$ cat config.mk
export PLATFORM = sky130hd
export DESIGN_NAME = sd_data_block_framer_crc16_4bit
export DESIGN_NICKNAME = d
export VERILOG_FILES = /design/src/design/sdbf_pkg.sv /design/src/design/sdbf_crc_step.sv /design/src/design/sd_data_block_framer_crc16_4bit.sv
export SDC_FILE = /design/constraint.sdc
export NUM_CORES = 1
export LEC_CHECK = 0
export ABC_AREA = 1
export BUFFER_PORTS_ARGS = -buffer_cell sky130_fd_sc_hd__buf_4
export CORE_ASPECT_RATIO = 0.5
export CORE_MARGIN = 2
export CORE_UTILIZATION = 55
export DETAILED_ROUTE_END_ITERATION = 12
export PLACE_DENSITY = 0.75
export SLEW_MARGIN = 25
export SYNTH_ARGS = -nofsm -noshare
export SYNTH_HDL_FRONTEND = slang
export SYNTH_HIERARCHICAL = 1
export SYNTH_SLANG_ARGS = --single-unit
$ cat constraint.sdc
create_clock -name clk -period 4.1 [get_ports clk]
set_clock_uncertainty 0.05 [all_clocks]
set_input_delay 0.82 -clock clk [delete_from_list [all_inputs] [get_ports clk]]
set_output_delay 0.82 -clock clk [all_outputs]
set_load 0.02 [all_outputs]
$ cat src/design/sdbf_pkg.sv
package sdbf_pkg;

  localparam logic [31:0] START_WORD = 32'hFFFF_FFF0;
  localparam logic [31:0] STOP_WORD  = 32'hFFFF_FFFF;

  // CRC16-CCITT taps x^5 and x^12, four interleaved lanes per bit position
  localparam int unsigned TAP5_SHIFT  = 5 * 4;
  localparam int unsigned TAP12_SHIFT = 12 * 4;

  typedef struct packed {
    logic [31:0] data_word;
    logic        last_word;
  } in_t;

  typedef struct packed {
    logic [31:0] bus_word;
    logic        end_of_block;
  } out_t;

  typedef enum logic [4:0] {
    PH_HEAD   = 5'b00001,
    PH_DATA   = 5'b00010,
    PH_CRC_HI = 5'b00100,
    PH_CRC_LO = 5'b01000,
    PH_STOP   = 5'b10000
  } phase_t;

endpackage

$ cat src/design/sdbf_crc_step.sv
module sdbf_crc_step (
  input  logic [63:0] crc,
  input  logic [31:0] word,
  output logic [63:0] crc_nxt
);

  logic [31:0] fb;
  logic [63:0] fb_ext;

  // eight bit times at once: the 16-bit fold covers the x^16 feedback overlap
  always_comb begin
    fb      = crc[63:32] ^ word;
    fb      = fb ^ (fb >> 16);
    fb_ext  = {32'b0, fb};
    crc_nxt = {crc[31:0], 32'b0} ^ fb_ext
            ^ (fb_ext << sdbf_pkg::TAP5_SHIFT)
            ^ (fb_ext << sdbf_pkg::TAP12_SHIFT);
  end

endmodule

$ cat src/design/sd_data_block_framer_crc16_4bit.sv
// SD 4-bit data block framer. Each accepted word is eight nibbles, one bit per data line;
// the block emits a start word 0xFFFFFFF0 ahead of the first word of a block, passes every
// data word through, and after the word flagged last emits the interleaved per-line
// CRC16-CCITT as a high and a low word followed by the stop word 0xFFFFFFFF (end_of_block
// set). The single output register emits one word per cycle while out_ready is high; an
// input word is held until any start, CRC and stop words it brings have been loaded, and the next
// input word is taken in the same cycle the current one's final result is loaded.
module sd_data_block_framer_crc16_4bit (
  input  logic           clk,
  input  logic           rst_n,
  input  logic           in_valid,
  output logic           in_ready,
  input  sdbf_pkg::in_t  in_data,
  output logic           out_valid,
  input  logic           out_ready,
  output sdbf_pkg::out_t out_data
);

  logic              hold_vld_r, hold_vld_nxt;
  sdbf_pkg::in_t     hold_r;
  sdbf_pkg::phase_t  phase_r, phase_nxt;
  logic              in_block_r, in_block_nxt;
  logic [63:0]       crc_r, crc_nxt;
  logic [63:0]       crc_adv;
  logic              out_vld_r, out_vld_nxt;
  sdbf_pkg::out_t    out_r, emit;

  logic load, fire, retire, accept;

  sdbf_crc_step u_crc (
    .crc     (crc_r),
    .word    (hold_r.data_word),
    .crc_nxt (crc_adv)
  );

  assign load     = !out_vld_r || out_ready;
  assign fire     = hold_vld_r && load;
  assign in_ready = !hold_vld_r || retire;
  assign accept   = in_valid && in_ready;

  always_comb begin
    emit         = '{bus_word: hold_r.data_word, end_of_block: 1'b0};
    phase_nxt    = phase_r;
    in_block_nxt = in_block_r;
    retire       = 1'b0;
    crc_nxt      = crc_r;
    case (phase_r)
      sdbf_pkg::PH_HEAD, sdbf_pkg::PH_DATA: begin
        if (phase_r == sdbf_pkg::PH_HEAD && !in_block_r) begin
          emit.bus_word = sdbf_pkg::START_WORD;
          if (fire) begin
            in_block_nxt = 1'b1;
            phase_nxt    = sdbf_pkg::PH_DATA;
          end
        end else begin
          if (fire) begin
            crc_nxt = crc_adv;
            if (hold_r.last_word) begin
              phase_nxt = sdbf_pkg::PH_CRC_HI;
            end else begin
              retire = 1'b1;
            end
          end
        end
      end
      sdbf_pkg::PH_CRC_HI: begin
        emit.bus_word = crc_r[63:32];
        if (fire) begin
          phase_nxt = sdbf_pkg::PH_CRC_LO;
        end
      end
      sdbf_pkg::PH_CRC_LO: begin
        emit.bus_word = crc_r[31:0];
        if (fire) begin
          phase_nxt = sdbf_pkg::PH_STOP;
        end
      end
      sdbf_pkg::PH_STOP: begin
        emit = '{bus_word: sdbf_pkg::STOP_WORD, end_of_block: 1'b1};
        if (fire) begin
          retire       = 1'b1;
          crc_nxt      = '0;
          in_block_nxt = 1'b0;
        end
      end
      default: begin
        emit = '{bus_word: hold_r.data_word, end_of_block: 1'b0};
      end
    endcase

    if (accept) begin
      phase_nxt = sdbf_pkg::PH_HEAD;
    end
    hold_vld_nxt = accept ? 1'b1 : (retire ? 1'b0 : hold_vld_r);
    out_vld_nxt  = fire ? 1'b1 : (load ? 1'b0 : out_vld_r);
  end

  always_ff @(posedge clk) begin
    if (!rst_n) begin
      hold_vld_r <= 1'b0;
      phase_r    <= sdbf_pkg::PH_HEAD;
      in_block_r <= 1'b0;
      crc_r      <= '0;
      out_vld_r  <= 1'b0;
    end else begin
      hold_vld_r <= hold_vld_nxt;
      phase_r    <= phase_nxt;
      in_block_r <= in_block_nxt;
      crc_r      <= crc_nxt;
      out_vld_r  <= out_vld_nxt;
    end
  end

  always_ff @(posedge clk) begin
    if (accept) begin
      hold_r <= in_data;
    end
    if (fire) begin
      out_r <= emit;
    end
  end

  assign out_valid = out_vld_r;
  assign out_data  = out_r;

endmodule

==> results of run 1 <==
## sequential cells by signal (all words and copies together) (netlist names)
name / count
hold_vld_r: 1
crc_r: 64
phase_r: 5
hold_r: 33
out_valid: 1
in_block_r: 1
out_data: 33
## stage by stage
stage          util, %  total power, mW
2_1_floorplan        -             2.54
3_3_place_gp      61.1             2.79
3_5_place_dp      61.1             2.82
4_1_cts           65.3             4.27
5_1_grt           65.3             4.52
6_report          65.3             4.27
## cell families (layout without fill, tap and decap cells)
kind of cell | count (synthesis) | in the layout
simple gates | 738 | 738
buf+inv | 139 | 216
flops | 138 | 138
compound gates | 77 | 77
xor+xnor | 12 | 12
## cell type report
class	instances	area (sq um)
Fill cell	1184	4680
Multi-Input combinational cell	827	3580
Sequential cell	138	3420
Timing Repair Buffer	83	636
Clock buffer	21	470
Inverter	101	379
Tap cell	176	220
Clock inverter	11	88.8
## where the power goes
group | internal, mW | switching (mW) | total [mW]
clock | 0.828 | 0.630 | 1.46
sequential | 1.62 | 0.128 | 1.75
combinational | 0.381 | 0.681 | 1.06
total | 2.83 | 1.44 | 4.27
## routing by layer
| layer | GRT usage [%] | vias to the layer above |
|---|---|---|
| met5 | 0 | - |
| met4 | 8.62 | 0 |
| met3 | 4.68 | 27 |
| met2 | 41.9 | 218 |
| met1 | 35.2 | 3267 |
| li1 | - | 3581 |
## worst min-delay path by stage
stage	end	slack (ns)	depth (start not counted)
after detailed placement	in_block_r	0.45	2
after CTS	out_valid	0.46	2
after floorplan	in_block_r	0.41	2
final	out_valid	0.46	2
after global routing	out_valid	0.48	2
after global placement	out_valid	0.43	2
## critical path, delay by kind of cell (launching register included)
kind	cells	cell delay (ns)
and+or+nand+nor	3	0.59
DFF	1	0.46
buffers and inverters	2	0.41
## synth_stat cells
cell type / instances / area share, %
edfxtp_1: 66 / 26
dfxtp_1: 72 / 19
nor2_1: 75 / 3.7
nor2_2: 2 / 0.17
a21oi_1: 8 / 0.53
buf_4: 12 / 1.2
inv_2: 13 / 0.65
nand4_2: 1 / 0.17
buf_2: 6 / 0.40
inv_1: 87 / 4.3
clkinv_1: 1 / 0.050
nand2_2: 57 / 4.7
clkbuf_1: 19 / 0.94
nor4_2: 1 / 0.17
buf_6: 1 / 0.15
o21bai_1: 1 / 0.099
xor2_1: 12 / 1.4
nand4_1: 31 / 2.6
o21ai_1: 65 / 4.3
a21oi_2: 2 / 0.23
nand2_1: 536 / 27
nand3_1: 35 / 2.3
o21ai_0: 1 / 0.066
==> flow_summary_export.csv, run 1 <==
group,metric,value,unit
drt,vias_per_cell,5.23,
worst_setup_path,crit_slowest_cell,"dfxtp_1",
worst_setup_path,worstPathCellList,"nand4_2, inv_1, nand2_1, nand3_1, buf_4",
timing,setup_tns,0,ns
layout,layout-drive-gt1-share,16.3,%
worst_setup_path,startpoint_type,"flip-flop",
floorplan,fp.dieW,170,microns
logic_synthesis,ys_warn_count,6,
global_routing,grt_max_degree,64,
floorplan,initial_utilization,56.1,%
drt,drt-pass1-iter-count,5,
worst_setup_path,cp.required,3.23,ns
placement,numPortBuffers,71,
layout,mostFrequentLayoutCell,"nand2_1",
layout,fin_cells,1357,
drt,dr_wl_met3,1090,microns
timing,relSlewSlack,40.8,%
floorplan,pin_count,72,
clock_tree,clk_latency,0.43,ns
worst_setup_path,crit_path_max_incr_delay,0.46,ns
hold_path,hold_class,"flip-flop to flip-flop",
drt,drc,0,
power_and_ir_drop,powerDensity,485,nW/um^2
worst_setup_path,worstPathArrival,1.88,ns
clock_tree,cts_buffers,17,
clock_tree,cts-htree-levels,4,
placement,dp_hpwl,11700,microns
drt,drt_iter0_drc,567,
drt,drt.antenna.violating_nets,0,
timing,period_needed,2.75,ns
worst_setup_path,regToRegStartpoint,"phase_r[4]",
global_routing,antenna_found_initial,0,
worst_setup_path,path_max_fanout,9,
logic_synthesis,syn_area,7560,sq um
worst_setup_path,endpoint,"in_ready",
floorplan,core_area,13500,sq um
layout,areaGrowthSynthToFinish,16.3,%
clock_tree,cts_resized,0,
clock_tree,holdBufCountCts,0,
drt,wl,18200,microns
logic_synthesis,netlist_instances,1104,
timing,fmax,0.364,GHz
floorplan,num_rows,30,
worst_setup_path,reg2reg_slack,1.56,ns
logic_synthesis,synth_compound_area_share,5.23,%
worst_setup_path,worstSetupStartpoint,"phase_r[4]",
logic_synthesis,synth_fa_ha_area_share,0,%
placement,place.gp.congestion,0.871,
logic_synthesis,synth-xor-area-share,1.39,%
logic_synthesis,synth-simple-area-share,40.4,%
layout,final_cell_area,8790,sq um
timing,report.final.setup_viol,0,
logic_synthesis,synth_top_family_by_area,"simple AND/OR/NAND/NOR gates",
layout,fin_nets,1205,
drt,top_layer,"met4",
drt,wl_met2,8190,microns
power_and_ir_drop,leakage,4.05,nW
clock_tree,cts_tree,"yes",
logic_synthesis,synth_nets,1141,
timing,finalMaxSlewViolations,0,
floorplan,die_y,86.9,microns
clock_tree,clk_pin_slew_worst_paths,0.06,ns
logic_synthesis,synth.distinct_cells,23,
clock_tree,root_buffer,"clkbuf_16",
logic_synthesis,ys_seq_area_share,45.3,%
global_routing,grt.overflow.total,0,
drt,post_drt_wl_per_cell,13.4,microns
timing,rsz0062_at_grt,"false",
logic_synthesis,ys_ff_latch,138,
clock_tree,cts_setup_buffers,0,
timing,hold_viol,0,
logic_synthesis,avgSynthCellArea,6.85,sq um
global_routing,grt_pass1_wl,30000,microns
timing,worstMarginPinSlew,0.878,ns
global_routing,grtUsageTotal,25.8,%
power_and_ir_drop,peakVddDrop,0.328,mV
worst_setup_path,reg2reg_to,"hold_r[3]",
run,cap_viol_max_count,0,
layout,antenna_cells,0,
layout,final_cell_mix,"536 x nand2_1, 86 x inv_1, 82 x buf_4",
worst_setup_path,rr_worst_depth,7,
floorplan,die_area,14800,sq um
clock_tree,clock_sinks,138,
timing,fin_crit_sh,67.1,%
placement,dp_slack,1.27,ns
worst_setup_path,critPathCaptureType,"output pin",
hold_path,hold_start,"out_valid",
global_routing,grt_pass1_vias,6326,
clock_tree,clock_path_buffers,2,
logic_synthesis,synthMuxAreaShare,0,%
worst_setup_path,critPathKind,"flip-flop to output pin",
timing,fin_hold_ws,0.461,ns
drt,vias,7093,
placement,dpl-instance-area,8240,sq um
timing,fin_ws,1.35,ns
placement,dp.cells,1325,
drt,drt-met1-wl,8590,microns
outcome,status,"completed",
No activity file was read; power rests on OpenSTA's default activity.
==> run 2: changes to the inputs <==
Settings changed: CORE_UTILIZATION 55 to 54, PLACE_DENSITY 0.75 to 0.77.
Clock period 4.1 ns to 2.3 ns, I/O delays scaled along.
==> run 2 against run 1 <==
Non-clock buffer count increased by 2. Routed wire length increased by 4.4%. Worst hold slack got worse by 0.30 ns. Setup slack got worse by 1.2 ns. Via count increased by 2.2%. Combinational power increased by 84%. Final area increased by 2.2%. Sequential power increased by 78%. Die area increased by 1.8%. Count of clock-buffer cells in the layout unchanged. Utilization increased by 0.72 points. Critical path depth increased by 1. Critical endpoint unchanged. Largest power group unchanged. Highest routed layer unchanged.
==> flow_summary_export.csv, run 2 (synthesis gave the netlist of run 1 again) <==
group,metric,value,unit
outcome,status,"completed",
layout,final_cell_area,8990,sq um
clock_tree,clock_path_buffers,2,
power_and_ir_drop,peakVddDrop,0.486,mV
clock_tree,root_buffer,"clkbuf_16",
worst_setup_path,rr_worst_depth,10,
hold_path,min_path_cells,1,
floorplan,die_area,15000,sq um
drt,post_drt_wl_per_cell,13.8,microns
clock_tree,clk_pin_slew_worst_paths,0.06,ns
layout,mostFrequentLayoutCell,"nand2_1",
clock_tree,cts_resized,0,
hold_path,hold_class,"input pin to flip-flop",
worst_setup_path,crit_slowest_cell,"dfxtp_1",
worst_setup_path,worstSetupStartpoint,"phase_r[2]",
worst_setup_path,critPathKind,"flip-flop to output pin",
layout,areaGrowthSynthToFinish,18.9,%
run,cap_viol_max_count,0,
drt,vias_per_cell,5.27,
worst_setup_path,regToRegStartpoint,"phase_r[0]",
power_and_ir_drop,totalPowerFinal,8.11,mW
clock_tree,clock_sinks,138,
clock_tree,clk_latency,0.42,ns
layout,multi_input_area,3590,sq um
worst_setup_path,cpLargestDelayFamily,"simple AND/OR/NAND/NOR gates",
placement,dp_hpwl,12200,microns
global_routing,grt_max_degree,69,
timing,rsz0062_at_grt,"false",
hold_path,hold_end,"hold_r[8]",
worst_setup_path,crit_path_max_incr_delay,0.37,ns
floorplan,die_y,87.7,microns
timing,fmax,0.468,GHz
drt,vias,7249,
power_and_ir_drop,powerDensity,902,nW/um^2
timing,fin_crit_sh,92.9,%
timing,setup_tns,0,ns
layout,regArea,3420,sq um
hold_path,hold_start,"in_data[8]",
layout,largest_reg_flops,64,
global_routing,grt_pass1_wl,30400,microns
drt,drt_iter0_drc,648,
clock_tree,cts_tree,"yes",
timing,period_needed,2.14,ns
worst_setup_path,cp.required,1.79,ns
floorplan,initial_utilization,55.5,%
placement,dpl-instance-area,8340,sq um
timing,report.final.setup_viol,0,
timing,finalMaxSlewViolations,0,
floorplan,num_rows,30,
layout,fillers,1126,
layout,fin_nets,1207,
worst_setup_path,reg2reg_to,"out_data[4]",
timing,worstMarginPinSlew,0.752,ns
worst_setup_path,worst-path-buf-inv,2,
worst_setup_path,critPathCaptureType,"output pin",
placement,place.gp.congestion,0.858,
worst_setup_path,worstPathArrival,1.63,ns
drt,wl,19000,microns
power_and_ir_drop,leakage,4.13,nW
layout,layout-drive-gt1-share,16.7,%
drt,drt-pass1-iter-count,5,
layout,final_cell_mix,"534 x nand2_1, 85 x inv_1, 80 x buf_4",
floorplan,pin_count,72,
clock_tree,holdBufCountCts,0,
layout,largest_register,"crc_r",
worst_setup_path,worstPathCellList,"nor2_2, nand4_2, inv_1, nand2_2, nand3_2, buf_4",
clock_tree,cts_buffers,17,
layout,antenna_cells,0,
global_routing,grt.overflow.total,0,
global_routing,antenna_found_initial,0,
layout,final_core_util,66.0,%
worst_setup_path,cp.depth,6,
timing,hold_viol,0,
timing,relSlewSlack,49.4,%
global_routing,grtUsageTotal,26.0,%
clock_tree,cts_setup_buffers,0,
floorplan,fp.dieW,171,microns
placement,numPortBuffers,71,
worst_setup_path,startpoint_type,"flip-flop",
drt,drt.antenna.violating_nets,0,
worst_setup_path,path_max_fanout,4,
worst_setup_path,reg2reg_slack,0.32,ns
clock_tree,cts-htree-levels,4,
floorplan,core_area,13600,sq um
drt,drc,0,
global_routing,grt_pass1_vias,6495,
run 2: cell type report:
type                            count  share of cell area [%]
Clock inverter                     11                    2.13
Inverter                          101                    4.31
Sequential cell                   138                    38.1
Clock buffer                       21                    5.12
Timing Repair Buffer               85                    7.79
Multi-Input combinational cell    827                    39.9
Tap cell                          192                    2.67
run 2: metal layers:
layer | vias up | GRT usage (%) | wire length [microns]
li1 | 3592 | - | -
met1 | 3352 | 35.0 | 8710
met2 | 274 | 42.2 | 8610
met3 | 31 | 5.51 | 1290
met4 | 0 | 9.01 | 353
met5 | - | 0 | 0
run 2: report_power, final:
group	switching, mW	internal [mW]
Sequential	0.240	2.88
Clock	1.05	1.98
Combinational	1.25	0.709
run 2: worst max-delay path by stage:
stage / to / slack, ns
floorplan: hold_r[0] / 0.001
global placement: hold_r[32] / 0.39
detailed placement: hold_r[32] / 0.31
CTS: in_ready / 0.17
global route: in_ready / 0.01
finish: in_ready / 0.16
run 2: metrics by stage:
step	cells	hold WS [ns]	worst slack, ns
finish	1375	0.164	0.164
global route	1375	0.148	0.0110
CTS	1375	0.157	0.165
detailed placement	1343	0.431	0.309
global placement	1343	0.433	0.388
floorplan	1104	0.406	0.00107
